$ cat config.mk
export PLATFORM = sky130hd
export DESIGN_NAME = wake_word_detection_window_unit_flat
export DESIGN_NICKNAME = d
export VERILOG_FILES = /design/src/design/wwdw_pkg.sv /design/src/design/wwdw_chan_if.sv /design/src/design/wwdw_div.sv /design/src/design/wake_word_detection_window_unit.sv /design/src/flat_wrapper.sv
export VERILOG_INCLUDE_DIRS = /design/src /design/src/design
export SDC_FILE = /design/constraint.sdc
export NUM_CORES = 1
export LEC_CHECK = 0
export BUFFER_PORTS_ARGS = -buffer_cell sky130_fd_sc_hd__buf_2
export CORE_UTILIZATION = 57
export CTS_CLUSTER_SIZE = 20
export DETAILED_ROUTE_END_ITERATION = 7
export PLACE_DENSITY = 0.76
export SYNTH_ARGS = -nofsm -noshare
export SYNTH_HDL_FRONTEND = slang
export SYNTH_HIERARCHICAL = 1
export SYNTH_SLANG_ARGS = --single-unit
$ cat constraint.sdc
create_clock -name clk_i -period 5.5 [get_ports clk_i]
set_input_delay 0.825 -clock clk_i [delete_from_list [all_inputs] [get_ports clk_i]]
set_output_delay 0.825 -clock clk_i [all_outputs]
set_load 0.05 [all_outputs]
$ cat src/design/wake_word_detection_window_unit_assert.svh
// Assertion macros shared by the wake word detection window RTL.
`ifndef WAKE_WORD_DETECTION_WINDOW_UNIT_ASSERT_SVH
`define WAKE_WORD_DETECTION_WINDOW_UNIT_ASSERT_SVH

// Check a property on every clock edge outside reset.
`define WWDW_ASSERT(name, prop, msg) \
  name: assert property (@(posedge clk_i) disable iff (!rst_ni) prop) \
    else $error(msg);

// Check that a condition is followed by another in the next cycle.
`define WWDW_ASSERT_NEXT(name, pre, post, msg) \
  name: assert property (@(posedge clk_i) disable iff (!rst_ni) (pre) |=> (post)) \
    else $error(msg);

`endif

$ cat src/design/wwdw_pkg.sv
`default_nettype none

package wwdw_pkg;

  // Score byte width
  localparam int unsigned ProbW = 8;

  // Request operation codes
  localparam logic OP_SLICE  = 1'b0;
  localparam logic OP_DETECT = 1'b1;

  // Configuration register reset values
  localparam logic [7:0] CUTOFF_RST   = 8'd128;
  localparam logic [5:0] WINDOW_RST   = 6'd10;
  localparam logic [3:0] STRIDE_RST   = 4'd3;
  localparam logic [7:0] COOLDOWN_RST = 8'd100;

  // Configuration register indexes
  typedef enum logic [1:0] {
    CFG_CUTOFF   = 2'd0,
    CFG_WINDOW   = 2'd1,
    CFG_STRIDE   = 2'd2,
    CFG_COOLDOWN = 2'd3
  } cfg_reg_e;

  typedef struct packed {
    cfg_reg_e   index;
    logic [7:0] wdata;
  } cfg_t;

  typedef struct packed {
    logic             operation;
    logic [ProbW-1:0] probability;
  } req_t;

  typedef struct packed {
    logic             probability_taken;
    logic             evaluated;
    logic             detected;
    logic [ProbW-1:0] avg_score;
    logic [ProbW-1:0] peak_score;
    logic             unprocessed_pending;
  } rsp_t;

  // Divider status toward the sequencer
  typedef struct packed {
    logic busy;
    logic done;
  } div_status_t;

endpackage

`default_nettype wire

$ cat src/design/wwdw_chan_if.sv
`default_nettype none

interface wwdw_chan_if #(
  parameter type payload_t = logic
);
  logic     valid;
  logic     ready;
  payload_t data;

  modport source (output valid, output data, input ready);
  modport sink (input valid, input data, output ready);
endinterface

`default_nettype wire

$ cat src/design/wwdw_div.sv
`default_nettype none

// Restoring divider: one quotient bit per cycle, quotient known to fit a byte.
module wwdw_div #(
  parameter int unsigned DendW = 14,
  parameter int unsigned DsorW = 6
) (
  input  logic                    clk_i,
  input  logic                    rst_ni,
  input  logic                    start_i,
  input  logic [DendW-1:0]        dividend_i,
  input  logic [DsorW-1:0]        divisor_i,
  output wwdw_pkg::div_status_t   status_o,
  output logic [wwdw_pkg::ProbW-1:0] quot_o
);
  import wwdw_pkg::*;

  localparam int unsigned TrialW = DendW + ProbW;
  localparam int unsigned BitW   = $clog2(ProbW);

  logic             busy_q, busy_d;
  logic             done_q, done_d;
  logic [BitW-1:0]  bit_q, bit_d;
  logic [DendW-1:0] rem_q, rem_d;
  logic [DsorW-1:0] dsor_q, dsor_d;
  logic [ProbW-1:0] quot_q, quot_d;
  logic [TrialW-1:0] trial;
  logic             fits;

  // Shifted divisor against the running remainder
  assign trial = TrialW'(dsor_q) << bit_q;
  assign fits  = TrialW'(rem_q) >= trial;

  always_comb begin
    busy_d = busy_q;
    done_d = 1'b0;
    bit_d  = bit_q;
    rem_d  = rem_q;
    dsor_d = dsor_q;
    quot_d = quot_q;
    if (start_i) begin
      busy_d = 1'b1;
      bit_d  = BitW'(ProbW - 1);
      rem_d  = dividend_i;
      dsor_d = divisor_i;
      quot_d = '0;
    end else if (busy_q) begin
      // Subtract when the shifted divisor fits, shift in the quotient bit
      if (fits) begin
        rem_d = rem_q - trial[DendW-1:0];
      end
      quot_d = {quot_q[ProbW-2:0], fits};
      if (bit_q == '0) begin
        busy_d = 1'b0;
        done_d = 1'b1;
      end else begin
        bit_d = bit_q - 1'b1;
      end
    end
  end

  always_ff @(posedge clk_i or negedge rst_ni) begin
    if (!rst_ni) begin
      busy_q <= 1'b0;
      done_q <= 1'b0;
      bit_q  <= '0;
    end else begin
      busy_q <= busy_d;
      done_q <= done_d;
      bit_q  <= bit_d;
    end
  end

  always_ff @(posedge clk_i) begin
    rem_q  <= rem_d;
    dsor_q <= dsor_d;
    quot_q <= quot_d;
  end

  assign status_o.busy = busy_q;
  assign status_o.done = done_q;
  assign quot_o        = quot_q;

endmodule

`default_nettype wire

$ cat src/design/wake_word_detection_window_unit.sv
// Wake word detection window unit.
// req_i carries one request per item: operation 0 is a feature slice with its
// score byte, operation 1 asks for a detection decision. rsp_o returns exactly
// one response per request. cfg_i writes the cutoff, window size, stride and
// cool-down registers; it is always ready and should be used only while idle.
// A slice passes through S_MOD, which repeats once for each stride reduction
// needed after the stride register was lowered, then S_RD, S_CMP and S_DONE.
// A detect request with cool-down running goes straight to S_DONE. An evaluating detect
// walks the score store one entry per cycle through its single read port, then
// runs the restoring divider before S_DONE.
// One request is in flight at a time; req_i.ready is high only when idle, so
// the next request can be accepted in the cycle after a response is loaded.
// The response sits in an output register; a stalled receiver holds it there
// while the next request is accepted, and that request's response waits for
// the register to free up.
// Reset loads the register defaults, zeroes the stride and ring indexes, loads
// the cool-down count with 100 and marks every stored score as zero through
// per-entry valid flags, so no clearing pass is needed.
`default_nettype none

`include "wake_word_detection_window_unit_assert.svh"

module wake_word_detection_window_unit #(
  parameter int unsigned WINDOW_DEPTH = 32
) (
  input  logic         clk_i,
  input  logic         rst_ni,
  wwdw_chan_if.sink    req_i,
  wwdw_chan_if.source  rsp_o,
  wwdw_chan_if.sink    cfg_i
);
  import wwdw_pkg::*;

  localparam int unsigned IdxW = (WINDOW_DEPTH > 1) ? $clog2(WINDOW_DEPTH) : 1;
  localparam int unsigned WsW  = $clog2(WINDOW_DEPTH + 1);
  localparam int unsigned SumW = ProbW + WsW;

  // Sequencer states
  localparam logic [3:0] S_IDLE   = 4'd0;
  localparam logic [3:0] S_MOD    = 4'd1;
  localparam logic [3:0] S_RD     = 4'd2;
  localparam logic [3:0] S_CMP    = 4'd3;
  localparam logic [3:0] S_SWEEP  = 4'd4;
  localparam logic [3:0] S_THRESH = 4'd5;
  localparam logic [3:0] S_DIV    = 4'd6;
  localparam logic [3:0] S_DONE   = 4'd7;

  // Configuration registers
  logic [7:0] cutoff_q;
  logic [5:0] window_q;
  logic [3:0] stride_q;
  logic [7:0] cooldown_slices_q;

  // Control state
  logic [3:0]              state_q, state_d;
  logic [3:0]              step_q, step_d;
  logic [IdxW-1:0]         write_index_q, write_index_d;
  logic [7:0]              cooldown_q, cooldown_d;
  logic                    pending_q, pending_d;
  logic [WINDOW_DEPTH-1:0] valid_q, valid_d;
  logic                    out_valid_q, out_valid_d;
  logic                    acc_pend_q, acc_pend_d;

  // Working registers
  logic [ProbW-1:0] prob_q, prob_d;
  logic [WsW-1:0]   cnt_q, cnt_d;
  logic [SumW-1:0]  sum_q, sum_d;
  logic [ProbW-1:0] max_q, max_d;
  logic             res_taken_q, res_taken_d;
  logic             res_eval_q, res_eval_d;
  logic             res_det_q, res_det_d;
  logic [ProbW-1:0] res_avg_q, res_avg_d;
  rsp_t             out_q, out_d;

  // Score store
  logic [ProbW-1:0] score_mem_q [WINDOW_DEPTH];
  logic [ProbW-1:0] rdata_q;
  logic             rvalid_q;
  logic             rd_en, wr_en;
  logic [IdxW-1:0]  rd_addr;
  logic [ProbW-1:0] rd_byte;

  // Effective settings and shared arithmetic
  logic [6:0]       win_ext;
  logic [WsW-1:0]   ws;
  logic [3:0]       stride_eff;
  logic [3:0]       step_inc;
  logic [WsW:0]     idx_inc;
  logic [IdxW-1:0]  idx_next;
  logic [SumW-1:0]  thresh;

  logic             div_start;
  div_status_t      div_status;
  logic [ProbW-1:0] div_quot;

  // Clamp window size to 1..WINDOW_DEPTH, stride to at least 1
  assign win_ext    = 7'(window_q);
  assign ws         = (window_q == '0) ? WsW'(1) :
                      (win_ext > 7'(WINDOW_DEPTH)) ? WsW'(WINDOW_DEPTH) : WsW'(window_q);
  assign stride_eff = (stride_q == '0) ? 4'd1 : stride_q;
  assign step_inc   = step_q + 4'd1;

  // Ring index advance with wrap at the window size
  assign idx_inc  = (WsW + 1)'(write_index_q) + (WsW + 1)'(1);
  assign idx_next = (idx_inc >= (WsW + 1)'(ws)) ? '0 : IdxW'(idx_inc);

  assign thresh  = SumW'(cutoff_q) * SumW'(ws);
  assign rd_byte = rvalid_q ? rdata_q : '0;

  assign req_i.ready = (state_q == S_IDLE);
  assign cfg_i.ready = 1'b1;
  assign rsp_o.valid = out_valid_q;
  assign rsp_o.data  = out_q;

  wwdw_div #(
    .DendW (SumW),
    .DsorW (WsW)
  ) u_div (
    .clk_i      (clk_i),
    .rst_ni     (rst_ni),
    .start_i    (div_start),
    .dividend_i (sum_q),
    .divisor_i  (ws),
    .status_o   (div_status),
    .quot_o     (div_quot)
  );

  // Sequencer
  always_comb begin
    state_d       = state_q;
    step_d        = step_q;
    write_index_d = write_index_q;
    cooldown_d    = cooldown_q;
    pending_d     = pending_q;
    valid_d       = valid_q;
    acc_pend_d    = acc_pend_q;
    prob_d        = prob_q;
    cnt_d         = cnt_q;
    sum_d         = sum_q;
    max_d         = max_q;
    res_taken_d   = res_taken_q;
    res_eval_d    = res_eval_q;
    res_det_d     = res_det_q;
    res_avg_d     = res_avg_q;
    out_d         = out_q;
    out_valid_d   = out_valid_q && !rsp_o.ready;
    rd_en         = 1'b0;
    rd_addr       = write_index_q;
    wr_en         = 1'b0;
    div_start     = 1'b0;

    case (state_q)
      S_IDLE: begin
        if (req_i.valid) begin
          prob_d      = req_i.data.probability;
          res_taken_d = 1'b0;
          res_eval_d  = 1'b0;
          res_det_d   = 1'b0;
          res_avg_d   = '0;
          max_d       = '0;
          if (req_i.data.operation == OP_SLICE) begin
            state_d = S_MOD;
          end else if (cooldown_q != '0) begin
            state_d = S_DONE;
          end else begin
            cnt_d      = '0;
            sum_d      = '0;
            acc_pend_d = 1'b0;
            state_d    = S_SWEEP;
          end
        end
      end
      S_MOD: begin
        // Reduce the stride step below the stride, then advance it
        if (step_q >= stride_eff) begin
          step_d = step_q - stride_eff;
        end else begin
          step_d = step_inc;
          if (step_inc >= stride_eff) begin
            wr_en              = 1'b1;
            write_index_d      = idx_next;
            valid_d[idx_next]  = 1'b1;
            pending_d          = 1'b1;
            res_taken_d        = 1'b1;
          end
          state_d = S_RD;
        end
      end
      S_RD: begin
        rd_en   = 1'b1;
        rd_addr = write_index_q;
        state_d = S_CMP;
      end
      S_CMP: begin
        // Count down the cool-down while the latest score is below cutoff
        if ((rd_byte < cutoff_q) && (cooldown_q != '0)) begin
          cooldown_d = cooldown_q - 8'd1;
        end
        state_d = S_DONE;
      end
      S_SWEEP: begin
        // Accumulate the entry read last cycle, issue the next read
        if (acc_pend_q) begin
          sum_d = sum_q + SumW'(rd_byte);
          if (rd_byte > max_q) begin
            max_d = rd_byte;
          end
        end
        if (cnt_q < ws) begin
          rd_en      = 1'b1;
          rd_addr    = cnt_q[IdxW-1:0];
          cnt_d      = cnt_q + WsW'(1);
          acc_pend_d = 1'b1;
        end else begin
          acc_pend_d = 1'b0;
          if (!acc_pend_q) begin
            state_d = S_THRESH;
          end
        end
      end
      S_THRESH: begin
        res_det_d  = (sum_q > thresh);
        res_eval_d = 1'b1;
        div_start  = 1'b1;
        state_d    = S_DIV;
      end
      S_DIV: begin
        if (div_status.done) begin
          res_avg_d = div_quot;
          pending_d = 1'b0;
          // On detection drop the window and restart the cool-down
          if (res_det_q) begin
            for (int i = 0; i < WINDOW_DEPTH; i++) begin
              if (i < int'(ws)) begin
                valid_d[i] = 1'b0;
              end
            end
            cooldown_d = cooldown_slices_q;
          end
          state_d = S_DONE;
        end
      end
      S_DONE: begin
        // Hand the result over once the output register is free
        if (!out_valid_q || rsp_o.ready) begin
          out_valid_d               = 1'b1;
          out_d.probability_taken   = res_taken_q;
          out_d.evaluated           = res_eval_q;
          out_d.detected            = res_det_q;
          out_d.avg_score           = res_avg_q;
          out_d.peak_score          = max_q;
          out_d.unprocessed_pending = pending_q;
          state_d                   = S_IDLE;
        end
      end
      default: begin
        state_d = S_IDLE;
      end
    endcase
  end

  // Control and configuration registers
  always_ff @(posedge clk_i or negedge rst_ni) begin
    if (!rst_ni) begin
      cutoff_q          <= CUTOFF_RST;
      window_q          <= WINDOW_RST;
      stride_q          <= STRIDE_RST;
      cooldown_slices_q <= COOLDOWN_RST;
      state_q           <= S_IDLE;
      step_q            <= '0;
      write_index_q     <= '0;
      cooldown_q        <= COOLDOWN_RST;
      pending_q         <= 1'b0;
      valid_q           <= '0;
      out_valid_q       <= 1'b0;
      acc_pend_q        <= 1'b0;
    end else begin
      if (cfg_i.valid) begin
        case (cfg_i.data.index)
          CFG_CUTOFF:   cutoff_q          <= cfg_i.data.wdata;
          CFG_WINDOW:   window_q          <= cfg_i.data.wdata[5:0];
          CFG_STRIDE:   stride_q          <= cfg_i.data.wdata[3:0];
          CFG_COOLDOWN: cooldown_slices_q <= cfg_i.data.wdata;
          default: ;
        endcase
      end
      state_q       <= state_d;
      step_q        <= step_d;
      write_index_q <= write_index_d;
      cooldown_q    <= cooldown_d;
      pending_q     <= pending_d;
      valid_q       <= valid_d;
      out_valid_q   <= out_valid_d;
      acc_pend_q    <= acc_pend_d;
    end
  end

  // Payload registers
  always_ff @(posedge clk_i) begin
    prob_q      <= prob_d;
    cnt_q       <= cnt_d;
    sum_q       <= sum_d;
    max_q       <= max_d;
    res_taken_q <= res_taken_d;
    res_eval_q  <= res_eval_d;
    res_det_q   <= res_det_d;
    res_avg_q   <= res_avg_d;
    out_q       <= out_d;
  end

  // Score store: one write port, one registered read port
  always_ff @(posedge clk_i) begin
    if (wr_en) begin
      score_mem_q[idx_next] <= prob_q;
    end
    if (rd_en) begin
      rdata_q  <= score_mem_q[rd_addr];
      rvalid_q <= valid_q[rd_addr];
    end
  end

  `WWDW_ASSERT(a_sweep_cooled, (state_q == S_SWEEP) |-> (cooldown_q == '0), "sweep with cool-down running")
  `WWDW_ASSERT(a_det_eval, (rsp_o.valid && rsp_o.data.detected) |-> rsp_o.data.evaluated, "detected without evaluation")
  `WWDW_ASSERT(a_max_avg, (rsp_o.valid && rsp_o.data.evaluated) |-> (rsp_o.data.peak_score >= rsp_o.data.avg_score), "average above maximum")
  `WWDW_ASSERT(a_taken_pend, (rsp_o.valid && rsp_o.data.probability_taken) |-> rsp_o.data.unprocessed_pending, "stored score not marked pending")
  `WWDW_ASSERT_NEXT(a_accept_busy, (req_i.valid && req_i.ready), (state_q != S_IDLE), "accepted request left sequencer idle")

endmodule

`default_nettype wire

$ cat src/flat_wrapper.sv
// flat-port wrapper written by rule: the top's interface ports become plain ports
module wake_word_detection_window_unit_flat import wwdw_pkg::*;
#(
  parameter int unsigned WINDOW_DEPTH = 32
)
  (clk_i, rst_ni, req_i_valid, req_i_data, req_i_ready, rsp_o_valid, rsp_o_data, rsp_o_ready, cfg_i_valid, cfg_i_data, cfg_i_ready);
  wwdw_chan_if #(.payload_t(req_t)) req_i_i ();
  wwdw_chan_if #(.payload_t(rsp_t)) rsp_o_i ();
  wwdw_chan_if #(.payload_t(cfg_t)) cfg_i_i ();
  input  logic clk_i;
  input  logic rst_ni;
  input wire logic [$bits(req_i_i.valid)-1:0] req_i_valid;
  input wire logic [$bits(req_i_i.data)-1:0] req_i_data;
  output wire logic [$bits(req_i_i.ready)-1:0] req_i_ready;
  output wire logic [$bits(rsp_o_i.valid)-1:0] rsp_o_valid;
  output wire logic [$bits(rsp_o_i.data)-1:0] rsp_o_data;
  input wire logic [$bits(rsp_o_i.ready)-1:0] rsp_o_ready;
  input wire logic [$bits(cfg_i_i.valid)-1:0] cfg_i_valid;
  input wire logic [$bits(cfg_i_i.data)-1:0] cfg_i_data;
  output wire logic [$bits(cfg_i_i.ready)-1:0] cfg_i_ready;
  assign req_i_i.valid = req_i_valid;
  assign req_i_i.data = req_i_data;
  assign req_i_ready = req_i_i.ready;
  assign rsp_o_valid = rsp_o_i.valid;
  assign rsp_o_data = rsp_o_i.data;
  assign rsp_o_i.ready = rsp_o_ready;
  assign cfg_i_i.valid = cfg_i_valid;
  assign cfg_i_i.data = cfg_i_data;
  assign cfg_i_ready = cfg_i_i.ready;
  wake_word_detection_window_unit #(.WINDOW_DEPTH(WINDOW_DEPTH)) u_core (.clk_i(clk_i), .rst_ni(rst_ni), .req_i(req_i_i), .rsp_o(rsp_o_i), .cfg_i(cfg_i_i));
endmodule
Word-level counts from Yosys, hierarchy flattened:

Memory sizes are Yosys's and may differ from the RTL's. A register that Yosys moved wholly into a read port is not among the register bits.
Index checks and enable logic that the tools add are counted.

* add/subtract/negate cells: 8
* multiply operators: 1
* div/mod/pow operators: 0
* $lt $le $gt $ge: 44
* eq/ne operators: 57
* shift-type cells: 1
* mux-type cells: 112
* bitwise operators: 2
* reduce and logical (&&, ||, !) cells: 71

Operator list (number)
* AND reduction 6 bit: 33
* two-way mux 32 bit: 4
* two-way mux 14 bit: 7
* < comparator 5 x 6 -> 1 bit, first input constant: 16
* != test 2 x 1 -> 1 bit, second input constant: 40
* two-way mux 8 bit: 8
* one-hot mux 32 bit (2 select lines): 1
* two-way mux 1 bit: 56
* < comparator 4 x 6 -> 1 bit, first input constant: 8
* one-hot mux 8 bit (2 select lines): 3
* two-way mux 4 bit: 9
* two-way mux 6 bit: 6
* bitwise OR 32 bit: 1
* one-hot mux 4 bit (8 select lines): 1
* one-hot mux 14 bit (2 select lines): 1
* < comparator 3 x 6 -> 1 bit, first input constant: 4
* greater-or-equal comparator 14 x 22 -> 1 bit: 1
* << shifter 6 x 3 -> 22 bit: 1
* AND reduction 4 bit: 5
* AND reduction 2 bit: 9
* equality test 4 x 3 -> 1 bit, second input constant: 4
* nonzero test 2 bit: 8
* two-way mux 5 bit: 3
* adder 14 x 8 -> 14 bit: 1
* 41 further kinds: 66

* flip-flop bits (word level): 183
* latch bits: 0
* memory bits (writable): 256
* memory bits (read-only): 0
* input port bits: 24
* output and inout bits: 23
* logic and storage cells: 361
* memories: 1

Memory list
* u_core.score_mem_q: depth 32, bits a word 8, rd ports 1, clocked after memory_dff 1, wr ports 1, RTL line wake_word_detection_window_unit.sv:76 `logic [ProbW-1:0] score_mem_q [WINDOW_DEPTH];`

Longest topological paths before layout:

Gate-level depths: netlist of run 1.

* depth after elaboration: 13
* mapped depth: 24
* depth with buffers taken out: 23

By module:

The synthesis of run 1 kept the hierarchy.

By module, submodules not included
* wake_word_detection_window_unit: times used 1, cells each 1710, area an instance 20633.5 um^2, sequential area each 12010.3 um^2
* wwdw_div: times used 1, cells each 242, area an instance 2229.6 um^2, sequential area each 885.8 um^2

Worst setup path after synthesis of run 1:

Ideal clock, no wire load.

* path type: flip-flop to flip-flop
* start: register u_core.window_q[5]
* end: register u_core.res_det_q (data pin)
* setup time: 0.269 ns
* arrival time: 5.216 ns
* data required time: 5.231 ns
* setup slack: 0.014 ns
* cell stages (with the launch flop): 24
* buffers on the path: 2
* period minus slack after synthesis: 5.486 ns
* path through: dfrtp_1 > clkbuf_1 > nor2b_1 > clkbuf_1 > clkinv_1 > nor2_1 > fa_1 > inv_1 > fa_1 > fa_1 > inv_1 > ha_1 > nor2b_1 > o21ai_0 > a21oi_1 > o21ai_0 > a21oi_1 > o21ai_0 > nor4b_1 > a311oi_1 > ha_1 > or4_1 > o21ai_0 > a2111oi_0

* word-level cells in the longest chain between the ends: 6
* elaborated cells between the ends (all ways): 7
* classes of those cells: mul (1); order compare (2); mux (3); reduce/logical (1)

Ends and longest elaborated chain
* start: declaration: RTL line wake_word_detection_window_unit.sv:50 `logic [5:0] window_q;`
* start signal: assignment: RTL line wake_word_detection_window_unit.sv:281 `CFG_WINDOW: window_q <= cfg_i.data.wdata[5:0];`
* greater-than comparator 6 bit: RTL line wake_word_detection_window_unit.sv:99 `(win_ext > 7'(WINDOW_DEPTH)) ? WsW'(WINDOW_DEPTH) : WsW'(window_q);`
* two-way mux 6 bit: RTL line wake_word_detection_window_unit.sv:99
* two-way mux 6 bit *: RTL line wake_word_detection_window_unit.sv:98 `assign ws = (window_q == '0) ? WsW'(1) :`
* named net u_core.ws[2]: RTL line wake_word_detection_window_unit.sv:85 `logic [WsW-1:0] ws;`
* multiplier 8 x 6 -> 14 bit *: RTL line wake_word_detection_window_unit.sv:107 `assign thresh = SumW'(cutoff_q) * SumW'(ws);`
* greater-than comparator 14 bit *: RTL line wake_word_detection_window_unit.sv:222 `res_det_d = (sum_q > thresh);`
* one-hot mux 1 bit (2 select lines) *: RTL line wake_word_detection_window_unit.sv:152 `case (state_q)`
* end signal: assignment: RTL line wake_word_detection_window_unit.sv:306 `res_det_q <= res_det_d;`
* end: declaration: RTL line wake_word_detection_window_unit.sv:71 `logic res_det_q, res_det_d;`

The timed path passes the listed nets; every way through them passes the cells marked *.
A chain may end at the register's enable or synchronous reset.

Worst setup path after layout of run 1:

* start: register u_core.window_q[1]
* end: register u_core.res_det_q (data pin)

Same word-level chain as after synthesis.

==> run metrics, run 1 <==
outcome=finished, final reports clean; worst path required time=5.81 ns; CTS root buffer=clkbuf_16; Final nets=2166; number of global-route vias before repair=15606; total core area=39100 sq um; critical path type=reg2reg; antenna viol nets, final=0; Syn Nets=2101; boundary pin count=47; FF-to-FF setup slack=0.24 ns; Antenna diodes=0; worst reg2reg path startpoint=u_core/window_q[1]; ratio of cells with drive above 1 in the final layout=12.7%; clock network power share=24.6%; Avg Vias per Cell=6.21; clk sink count=446; crit path max fanout=6; sw frac=38.2%; top achievable clock speed=190 MHz; Reg clk slew, reported paths=0.06 ns; Final TNS setup=0 ns; H-tree depth=2; RePlAce Congestion=0.946; # hold bufs at CTS=0; row cnt=72; Num CTS Buffers=48; global route overflow=0; most frequent cells in the layout=edfxtp_1 (352), nand2_1 (205), mux2i_1 (156); first-pass GRT wire length=86700 microns; synthesis-to-finish area growth=11.6%; Yosys warnings=6; clk_lat worst skew=0.58 ns; Remaining DRCs=0; mapped cell area=22900 sq um; Die Wd=202 microns; met2 usage=44.1%; die area=40900 sq um; Fin Hold WS=0.175 ns; Clock Skew=0.0139 ns; max_slew headroom=12.3%; WL/cell=21.4 microns; worst hold path class=in2async; arrival time worst endpoint=5.57 ns; Mean Syn Cell Area=11.7 sq um; Power Density=516 nW/um^2; Sequential Power Share=35.0%; DR vias=15971; Startpoint Class=flip-flop; R2R depth=21; Slew Viols, Final=0; Max Root-Sink Buffers=3; CTS tree=done; Initial Utilization=58.5%; DRT iter0 DRCs=1673; post-layout util=65.2%; combinational power share=40.5%; slew of the pin with the lowest slew margin=1.30 ns; fin crit share=95.5%; DIE HEIGHT=202 microns; initial antenna violation count=0; met1 Use GR=36.8%; setup violators final=0; Final Hold Vio Count=0; fin cells=2573; Psw=5.02 mW; Max Cap Viol=0; gr usage total=27.3%; Leak=10.3 nW; Filler Cell Count=2887; Worst Setup End Kind=flip-flop; crit path time final=5.26 ns; largest net degree at the start of global routing=65; dpl cells=2483; busiest layer in global routing=met2; Detailed Routing Iterations Pass 1=6; hpwl dp=37000 microns; Max IR drop VDD=0.371 mV; Int Pwr=8.12 mW; Port-buffer cells=45; R2R Path End=u_core/res_det_q; Cells after Synth=1951; commonest non-fill, non-tap cell in the layout=edfxtp_1; met3 Usage GRT=4.05%; Routed WL=55200 microns
cell type report:
| class | count | area [sq um] | area share, % |
|---|---|---|---|
| Sequential cell | 446 | 12900 | 50.6 |
| Tap cell | 518 | 648 | 2.54 |
| Clock buffer | 67 | 1410 | 5.52 |
| Multi-Input combinational cell | 1302 | 9200 | 36.1 |
| Inverter | 109 | 409 | 1.60 |
| Timing Repair Buffer | 109 | 737 | 2.89 |
| Clock inverter | 22 | 195 | 0.766 |
how the worst max path moves through the flow:
stage               cells after the start                to  slack (ns)                from
floorplan                              23  u_core/res_det_q        0.01  u_core/window_q[5]
global placement                       21  u_core/res_det_q        0.17  u_core/window_q[1]
detailed placement                     21  u_core/res_det_q       -0.02  u_core/window_q[1]
CTS                                    21  u_core/res_det_q        0.01  u_core/window_q[1]
global route                           21  u_core/res_det_q       -0.03  u_core/window_q[1]
finish                                 21  u_core/res_det_q        0.24  u_core/window_q[1]
per-stage QoR:
step                      total power, mW  area (sq um)  setup WS, ns
after floorplan                      8.48         22900        0.0145
after global placement               9.65         23800         0.167
after detailed placement             9.83         23800       -0.0198
after CTS                            13.1         25400        0.0134
after global routing                 13.9         25500       -0.0331
final                                13.1         25500         0.245
power groups by stage:
stage / combinational (mW) / clock (mW) / sequential [mW]
2_1_floorplan: 3.88 / 0 / 4.60
4_1_cts: 5.22 / 3.28 / 4.59
3_3_place_gp: 5.02 / 0 / 4.63
5_1_grt: 5.82 / 3.41 / 4.65
6_report: 5.32 / 3.23 / 4.60
3_5_place_dp: 5.18 / 0 / 4.65
sequential cells by signal, summed over array words and instances (netlist names), 8 cells and up:
name	cells
u_core/cutoff_q	8
u_core/cooldown_slices_q	8
u_core/u_div/rem_q	14
u_core/rdata_q	8
u_core/prob_q	8
u_core/res_avg_q	8
u_core/rsp_o.data	20
u_core/cooldown_q	8
u_core/score_mem_q	256
u_core/u_div/quot_o	8
u_core/max_q	8
u_core/sum_q	14
u_core/valid_q	32
worst max-delay path: stages (launching register included):
cell and delay, ns:
dfstp_2 0.58, nor2b_2 0.18, inv_1 0.08, buf_4 0.16, nor2_1 0.13, fa_1 0.44, ha_1 0.33, fa_1 0.58
inv_1 0.07, fa_1 0.46, nor2b_1 0.12, o21ai_0 0.11, a21oi_1 0.21, o21ai_2 0.09, a21oi_2 0.15, o21ai_1 0.10
nand2b_1 0.13, xnor2_1 0.10, ha_1 0.22, or4_4 0.56, o21ai_2 0.14, a2111oi_2 0.05
timing repair:
action | 4_1_cts | 5_1_grt
setup buffers | 0 | 1
resized for setup | 0 | 23
endpoints found under the setup margin | 0 | 1
per-layer routing:
metal	vias to the layer above	wire (microns)
li1	7297	-
met1	7837	22800
met2	709	26300
met3	128	3990
met4	0	2140
met5	-	0
Note: power is estimated with default switching activity, not from simulation.
==> run 2: changes to the inputs <==
BUFFER_PORTS_ARGS = -buffer_cell sky130_fd_sc_hd__buf_4   (was -buffer_cell sky130_fd_sc_hd__buf_2)
==> run 2 against run 1 <==
Net effect:
- count of clock-buffer cells in the layout down 13
- critical path depth unchanged
- power down 1.4%
- clock skew up 0.033 ns
- die area unchanged
- worst hold slack worse by 0.10 ns
- largest cell class unchanged
- register-to-register slack about the same
- setup slack about the same
- via count down 1.5%
- sequential power about the same
- core utilization down 0.10 points
==> run metrics, run 2 (same netlist as run 1, synthesis figures left out) <==
outcome=finished, final reports clean; fin crit share=95.5%; clock network power share=23.5%; DR vias=15735; antenna viol nets, final=0; arrival time worst endpoint=5.59 ns; Die Wd=202 microns; Routed WL=55300 microns; combinational power share=41.0%; number of global-route vias before repair=15750; critical path type=reg2reg; setup violators final=0; crit path time final=5.26 ns; crit path max fanout=14; Initial Utilization=58.5%; sw frac=39.0%; R2R depth=21; Max Root-Sink Buffers=3; Filler Cell Count=2967; most frequent cells in the layout=edfxtp_1 (352), nand2_1 (205), mux2i_1 (156); Remaining DRCs=0; worst path required time=5.83 ns; R2R Path End=u_core/res_det_q; total core area=39100 sq um; die area=40900 sq um; Startpoint Class=flip-flop; hpwl dp=37200 microns; FF-to-FF setup slack=0.24 ns; Worst Setup End Kind=flip-flop; slew of the pin with the lowest slew margin=1.30 ns; DRT iter0 DRCs=1490; global route overflow=0; initial antenna violation count=1; Max Cap Viol=0; CTS root buffer=clkbuf_16; RePlAce Congestion=0.950; Reg clk slew, reported paths=0.07 ns; worst hold path class=in2async; worst reg2reg path startpoint=u_core/window_q[1]; largest net degree at the start of global routing=71; overall power=13.0 mW; Antenna diodes=0; commonest non-fill, non-tap cell in the layout=edfxtp_1; Port-buffer cells=45; Fin Hold WS=0.0726 ns; synthesis-to-finish area growth=11.4%; DIE HEIGHT=202 microns; max reg flops=256; boundary pin count=47; Setup crit start=u_core/window_q[1]; Num CTS Buffers=46; row cnt=72; Power Density=509 nW/um^2; Int Pwr=7.91 mW; Critical Path End=u_core/res_det_q; Avg Vias per Cell=6.14; pre-CTS setup slack=-0.0661 ns; first-pass GRT wire length=86800 microns; max_slew headroom=12.9%; CTS tree=done; gr usage total=27.4%; Final Hold Vio Count=0; Clock Skew=0.0465 ns; Final nets=2159; Slew Viols, Final=0; WL/cell=21.6 microns; clk_lat worst skew=0.61 ns; fin worst setup slack=0.245 ns; Biggest register=u_core/score_mem_q; Max IR drop VDD=0.406 mV; H-tree depth=2; clk sink count=446; Leak=10.3 nW; ratio of cells with drive above 1 in the final layout=12.7%; Sequential Power Share=35.5%; Detailed Routing Iterations Pass 1=6; Final TNS setup=0 ns; Psw=5.05 mW; top achievable clock speed=190 MHz
run 2: cell types whose count changed in the layout (fill, tap and decap cells not counted), sizes merged:
cell and change:
clkbuf -13, bufinv -1, clkinv +3, buf -5
clkinvlp +5, inv +1
run 2: area by class of cell:
| cell class | instances | area, sq um | share of cell area, % |
|---|---|---|---|
| sequential | 446 | 12900 | 50.7 |
| clock inverter | 30 | 278 | 1.09 |
| multi-input combinational | 1302 | 9200 | 36.1 |
| clock buffer | 54 | 1210 | 4.76 |
| tap | 518 | 648 | 2.55 |
| timing repair buffer | 104 | 813 | 3.19 |
| inverter | 109 | 409 | 1.61 |
run 2: worst min path at each step:
| stage | startpoint | end | slack [ns] | cells past startpoint |
|---|---|---|---|---|
| floorplan | u_core/res_avg_q[1] | u_core/rsp_o.data[10] | 0.40 | 0 |
| global placement | u_core/res_taken_q | u_core/rsp_o.data[19] | 0.40 | 0 |
| detailed placement | u_core/res_avg_q[4] | u_core/rsp_o.data[13] | 0.41 | 0 |
| CTS | rst_ni | u_core/write_index_q[4] | 0.05 | 1 |
| global route | rst_ni | u_core/valid_q[1] | 0.07 | 1 |
| finish | rst_ni | u_core/write_index_q[4] | 0.07 | 1 |
run 2: per-stage QoR:
step / utilization, % / instances / cell area, sq um
CTS: 64.9 / 2561 / 25400
finish: 65.1 / 2563 / 25500
detailed placement: 61.0 / 2477 / 23900
floorplan: - / 1951 / 22900
global placement: 61.0 / 2477 / 23900
global route: 65.1 / 2563 / 25500
run 2: per-layer routing:
layer	vias up	share of wire (%)	GRT usage [%]
met2	589	49	46.2
li1	7272	-	-
met4	2	3.3	10.5
met1	7752	41	35.8
met5	-	0.024	0
met3	120	6.5	4.24
run 2: worst max-delay path, cell delays in order, from the launching register on:
cell and delay (ns):
dfstp_2 0.56, nor2b_2 0.17, inv_1 0.06, buf_4 0.20, nor2_2 0.12, fa_1 0.43
ha_1 0.31, fa_1 0.58, inv_1 0.07, fa_1 0.45, nor2b_1 0.11, o21ai_0 0.11
a21oi_1 0.21, o21ai_2 0.09, a21oi_2 0.16, o21ai_2 0.08, nor4b_2 0.16, a311oi_2 0.22
ha_1 0.29, nand4_1 0.11, nor4_1 0.07, a2111oi_1 0.45
run 2: power groups by stage:
stage	Sequential, mW	Combinational (mW)	Clock (mW)
2_1_floorplan	4.60	3.88	0
3_3_place_gp	4.63	5.04	0
3_5_place_dp	4.66	5.19	0
4_1_cts	4.59	5.23	3.10
5_1_grt	4.65	5.84	3.21
6_report	4.60	5.32	3.04
run 2: repair_timing:
action | 4_1_cts | 5_1_grt
gates cloned | 0 | 0
endpoints found under the setup margin | 1 | 1
hold buffers | 0 | 0
setup buffers | 0 | 2
hold endpoints to repair | 0 | 0
pin swaps | 0 | 8
resized for setup | 2 | 23
==> run 3: changes to the inputs <==
CORE_ASPECT_RATIO = 2   (was unset)
PLACE_DENSITY = 0.78   (was 0.76)
==> run 3 against run 2 <==
Net effect:
- critical endpoint unchanged
- fmax increased by 0.67%
- die area grew 0.12%
- sequential share of layout area grew 0.075 points
- final cell count grew 0.23%
- largest power group unchanged
- clock skew shrank 0.024 ns
- wire length increased by 7.0%
- count of clock-buffer cells in the layout decreased by 9
- highest routed layer is now met4
- combinational power is 4.9% higher
- via count increased by 1.2%
- clock power decreased by 5%
- non-clock buffer count increased by 9
- critical path type unchanged
==> run metrics, run 3 (same netlist as run 1, synthesis figures left out) <==
outcome=finished, final reports clean; most frequent cells in the layout=edfxtp_1 (352), nand2_1 (205), mux2i_1 (156); Startpoint Class=flip-flop; synthesis-to-finish area growth=11.2%; Clock Skew=0.0220 ns; row cnt=103; RePlAce Congestion=1.01; critical path type=reg2reg; CTS tree=done; Detailed Routing Iterations Pass 1=6; Max Root-Sink Buffers=3; global route overflow=0; Reg clk slew, reported paths=0.07 ns; Final TNS setup=0 ns; clk_lat worst skew=0.57 ns; combinational power share=42.8%; crit path time final=5.22 ns; post-layout util=64.5%; slew of the pin with the lowest slew margin=1.27 ns; CTS root buffer=clkbuf_16; number of global-route vias before repair=15882; Die Wd=144 microns; Biggest register=u_core/score_mem_q; pre-CTS setup slack=-0.0905 ns; Filler Cell Count=3041; Slew Viols, Final=0; fin crit share=94.9%; boundary pin count=47; crit path max fanout=14; hpwl dp=43100 microns; clk sink count=446; Int Pwr=7.88 mW; Psw=5.14 mW; overall power=13.0 mW; Final Hold Vio Count=0; DR vias=15916; Worst Setup End Kind=flip-flop; Fin Hold WS=0.0825 ns; Power Density=512 nW/um^2; first-pass GRT wire length=89200 microns; sw frac=39.5%; antenna viol nets, final=0; initial antenna violation count=0; WL/cell=23.0 microns; Antenna diodes=0; H-tree depth=2; Initial Utilization=58.0%; top achievable clock speed=192 MHz; Final nets=2162; max_slew headroom=15.2%; Max Cap Viol=0; Routed WL=59100 microns; Leak=10.3 nW; # hold bufs at CTS=0; commonest non-fill, non-tap cell in the layout=edfxtp_1; Remaining DRCs=0; fin worst setup slack=0.280 ns; setup violators final=0; Avg Vias per Cell=6.20; total core area=39400 sq um; gr usage total=29.7%; max reg flops=256; DRT iter0 DRCs=937; Num CTS Buffers=40; largest net degree at the start of global routing=104; worst hold path class=in2async; worst path required time=5.85 ns; die area=41000 sq um; Sequential Power Share=34.9%; arrival time worst endpoint=5.57 ns; ratio of cells with drive above 1 in the final layout=12.8%; Port-buffer cells=45; DIE HEIGHT=285 microns; clock network power share=22.2%; Max IR drop VDD=0.377 mV; RSZ-0062 raised after global routing=false
-- run 3: changes by cell type in the layout (fill, tap and decap cells not counted), sizes merged --
cell,change
clkinv,-2
bufinv,+3
clkbuf,-9
clkinvlp,-2
buf,+9
-- run 3: what timing repair did --
action | 4_1_cts | 5_1_grt
pin swaps | 0 | 3
setup endpoints to repair | 1 | 1
resized for setup | 3 | 21
buffers inserted | 0 | 1
hold endpoints to repair | 0 | 0
-- run 3: per-stage QoR --
| stage | std cells | cell area (sq um) |
|---|---|---|
| 4_1_cts | 2568 | 25300 |
| 5_1_grt | 2569 | 25400 |
| 3_5_place_dp | 2494 | 23900 |
| 3_3_place_gp | 2494 | 23900 |
| 6_report | 2569 | 25400 |
| 2_1_floorplan | 1951 | 22900 |
-- run 3: power by group through the flow --
stage | clock network [mW] | logic, mW | registers, mW
finish | 2.90 | 5.58 | 4.55
detailed placement | 0 | 5.43 | 4.61
floorplan | 0 | 3.88 | 4.60
CTS | 2.94 | 5.48 | 4.54
global route | 3.06 | 6.06 | 4.60
global placement | 0 | 5.30 | 4.59
-- run 3: final timing paths --
check	start	to	slack (ns)	depth (start not counted)
min in group clk_i	u_core/res_taken_q	u_core/rsp_o.data[19]	0.42	0
worst max register to register	u_core/window_q[1]	u_core/res_det_q	0.28	21
worst min-delay path	rst_ni	u_core/valid_q[5]	0.08	1
worst min register to register	u_core/res_taken_q	u_core/rsp_o.data[19]	0.42	0
worst max-delay path	u_core/window_q[1]	u_core/res_det_q	0.28	21
max in group asynchronous	rst_ni	u_core/window_q[5]	4.12	2
-- run 3: area by class of cell --
type                       count  area [sq um]  area share, %
inverter                     109           409           1.61
sequential                   446         12900           50.7
clock buffer                  45          1030           4.05
tap                          525           657           2.58
multi-input combinational   1302          9200           36.2
timing repair buffer         113           865           3.40
clock inverter                29           359           1.41
-- run 3: layer usage --
layer / share of wire (%) / up-vias / GRT usage [%] / wire length (microns)
li1: - / 7268 / - / -
met1: 32 / 7717 / 28.8 / 19000
met2: 54 / 671 / 54.3 / 31700
met3: 4.9 / 260 / 3.90 / 2910
met4: 9.4 / 0 / 24.8 / 5570
met5: 0 / - / 0 / 0
-- run 3: worst max-delay path, stage by stage (launching register included) --
cell and delay, ns:
dfstp_2 0.57, nor2b_2 0.19, inv_1 0.08, buf_4 0.20, nor2_1 0.15, fa_1 0.48, ha_4 0.28, fa_1 0.56
inv_1 0.06, fa_1 0.45, nor2b_1 0.16, o21ai_2 0.09, a21oi_2 0.17, o21ai_2 0.09, a21oi_2 0.17, o21ai_2 0.08
nor4b_2 0.16, a311oi_1 0.25, ha_1 0.30, nand4_1 0.12, nor4_1 0.07, a2111oi_1 0.35
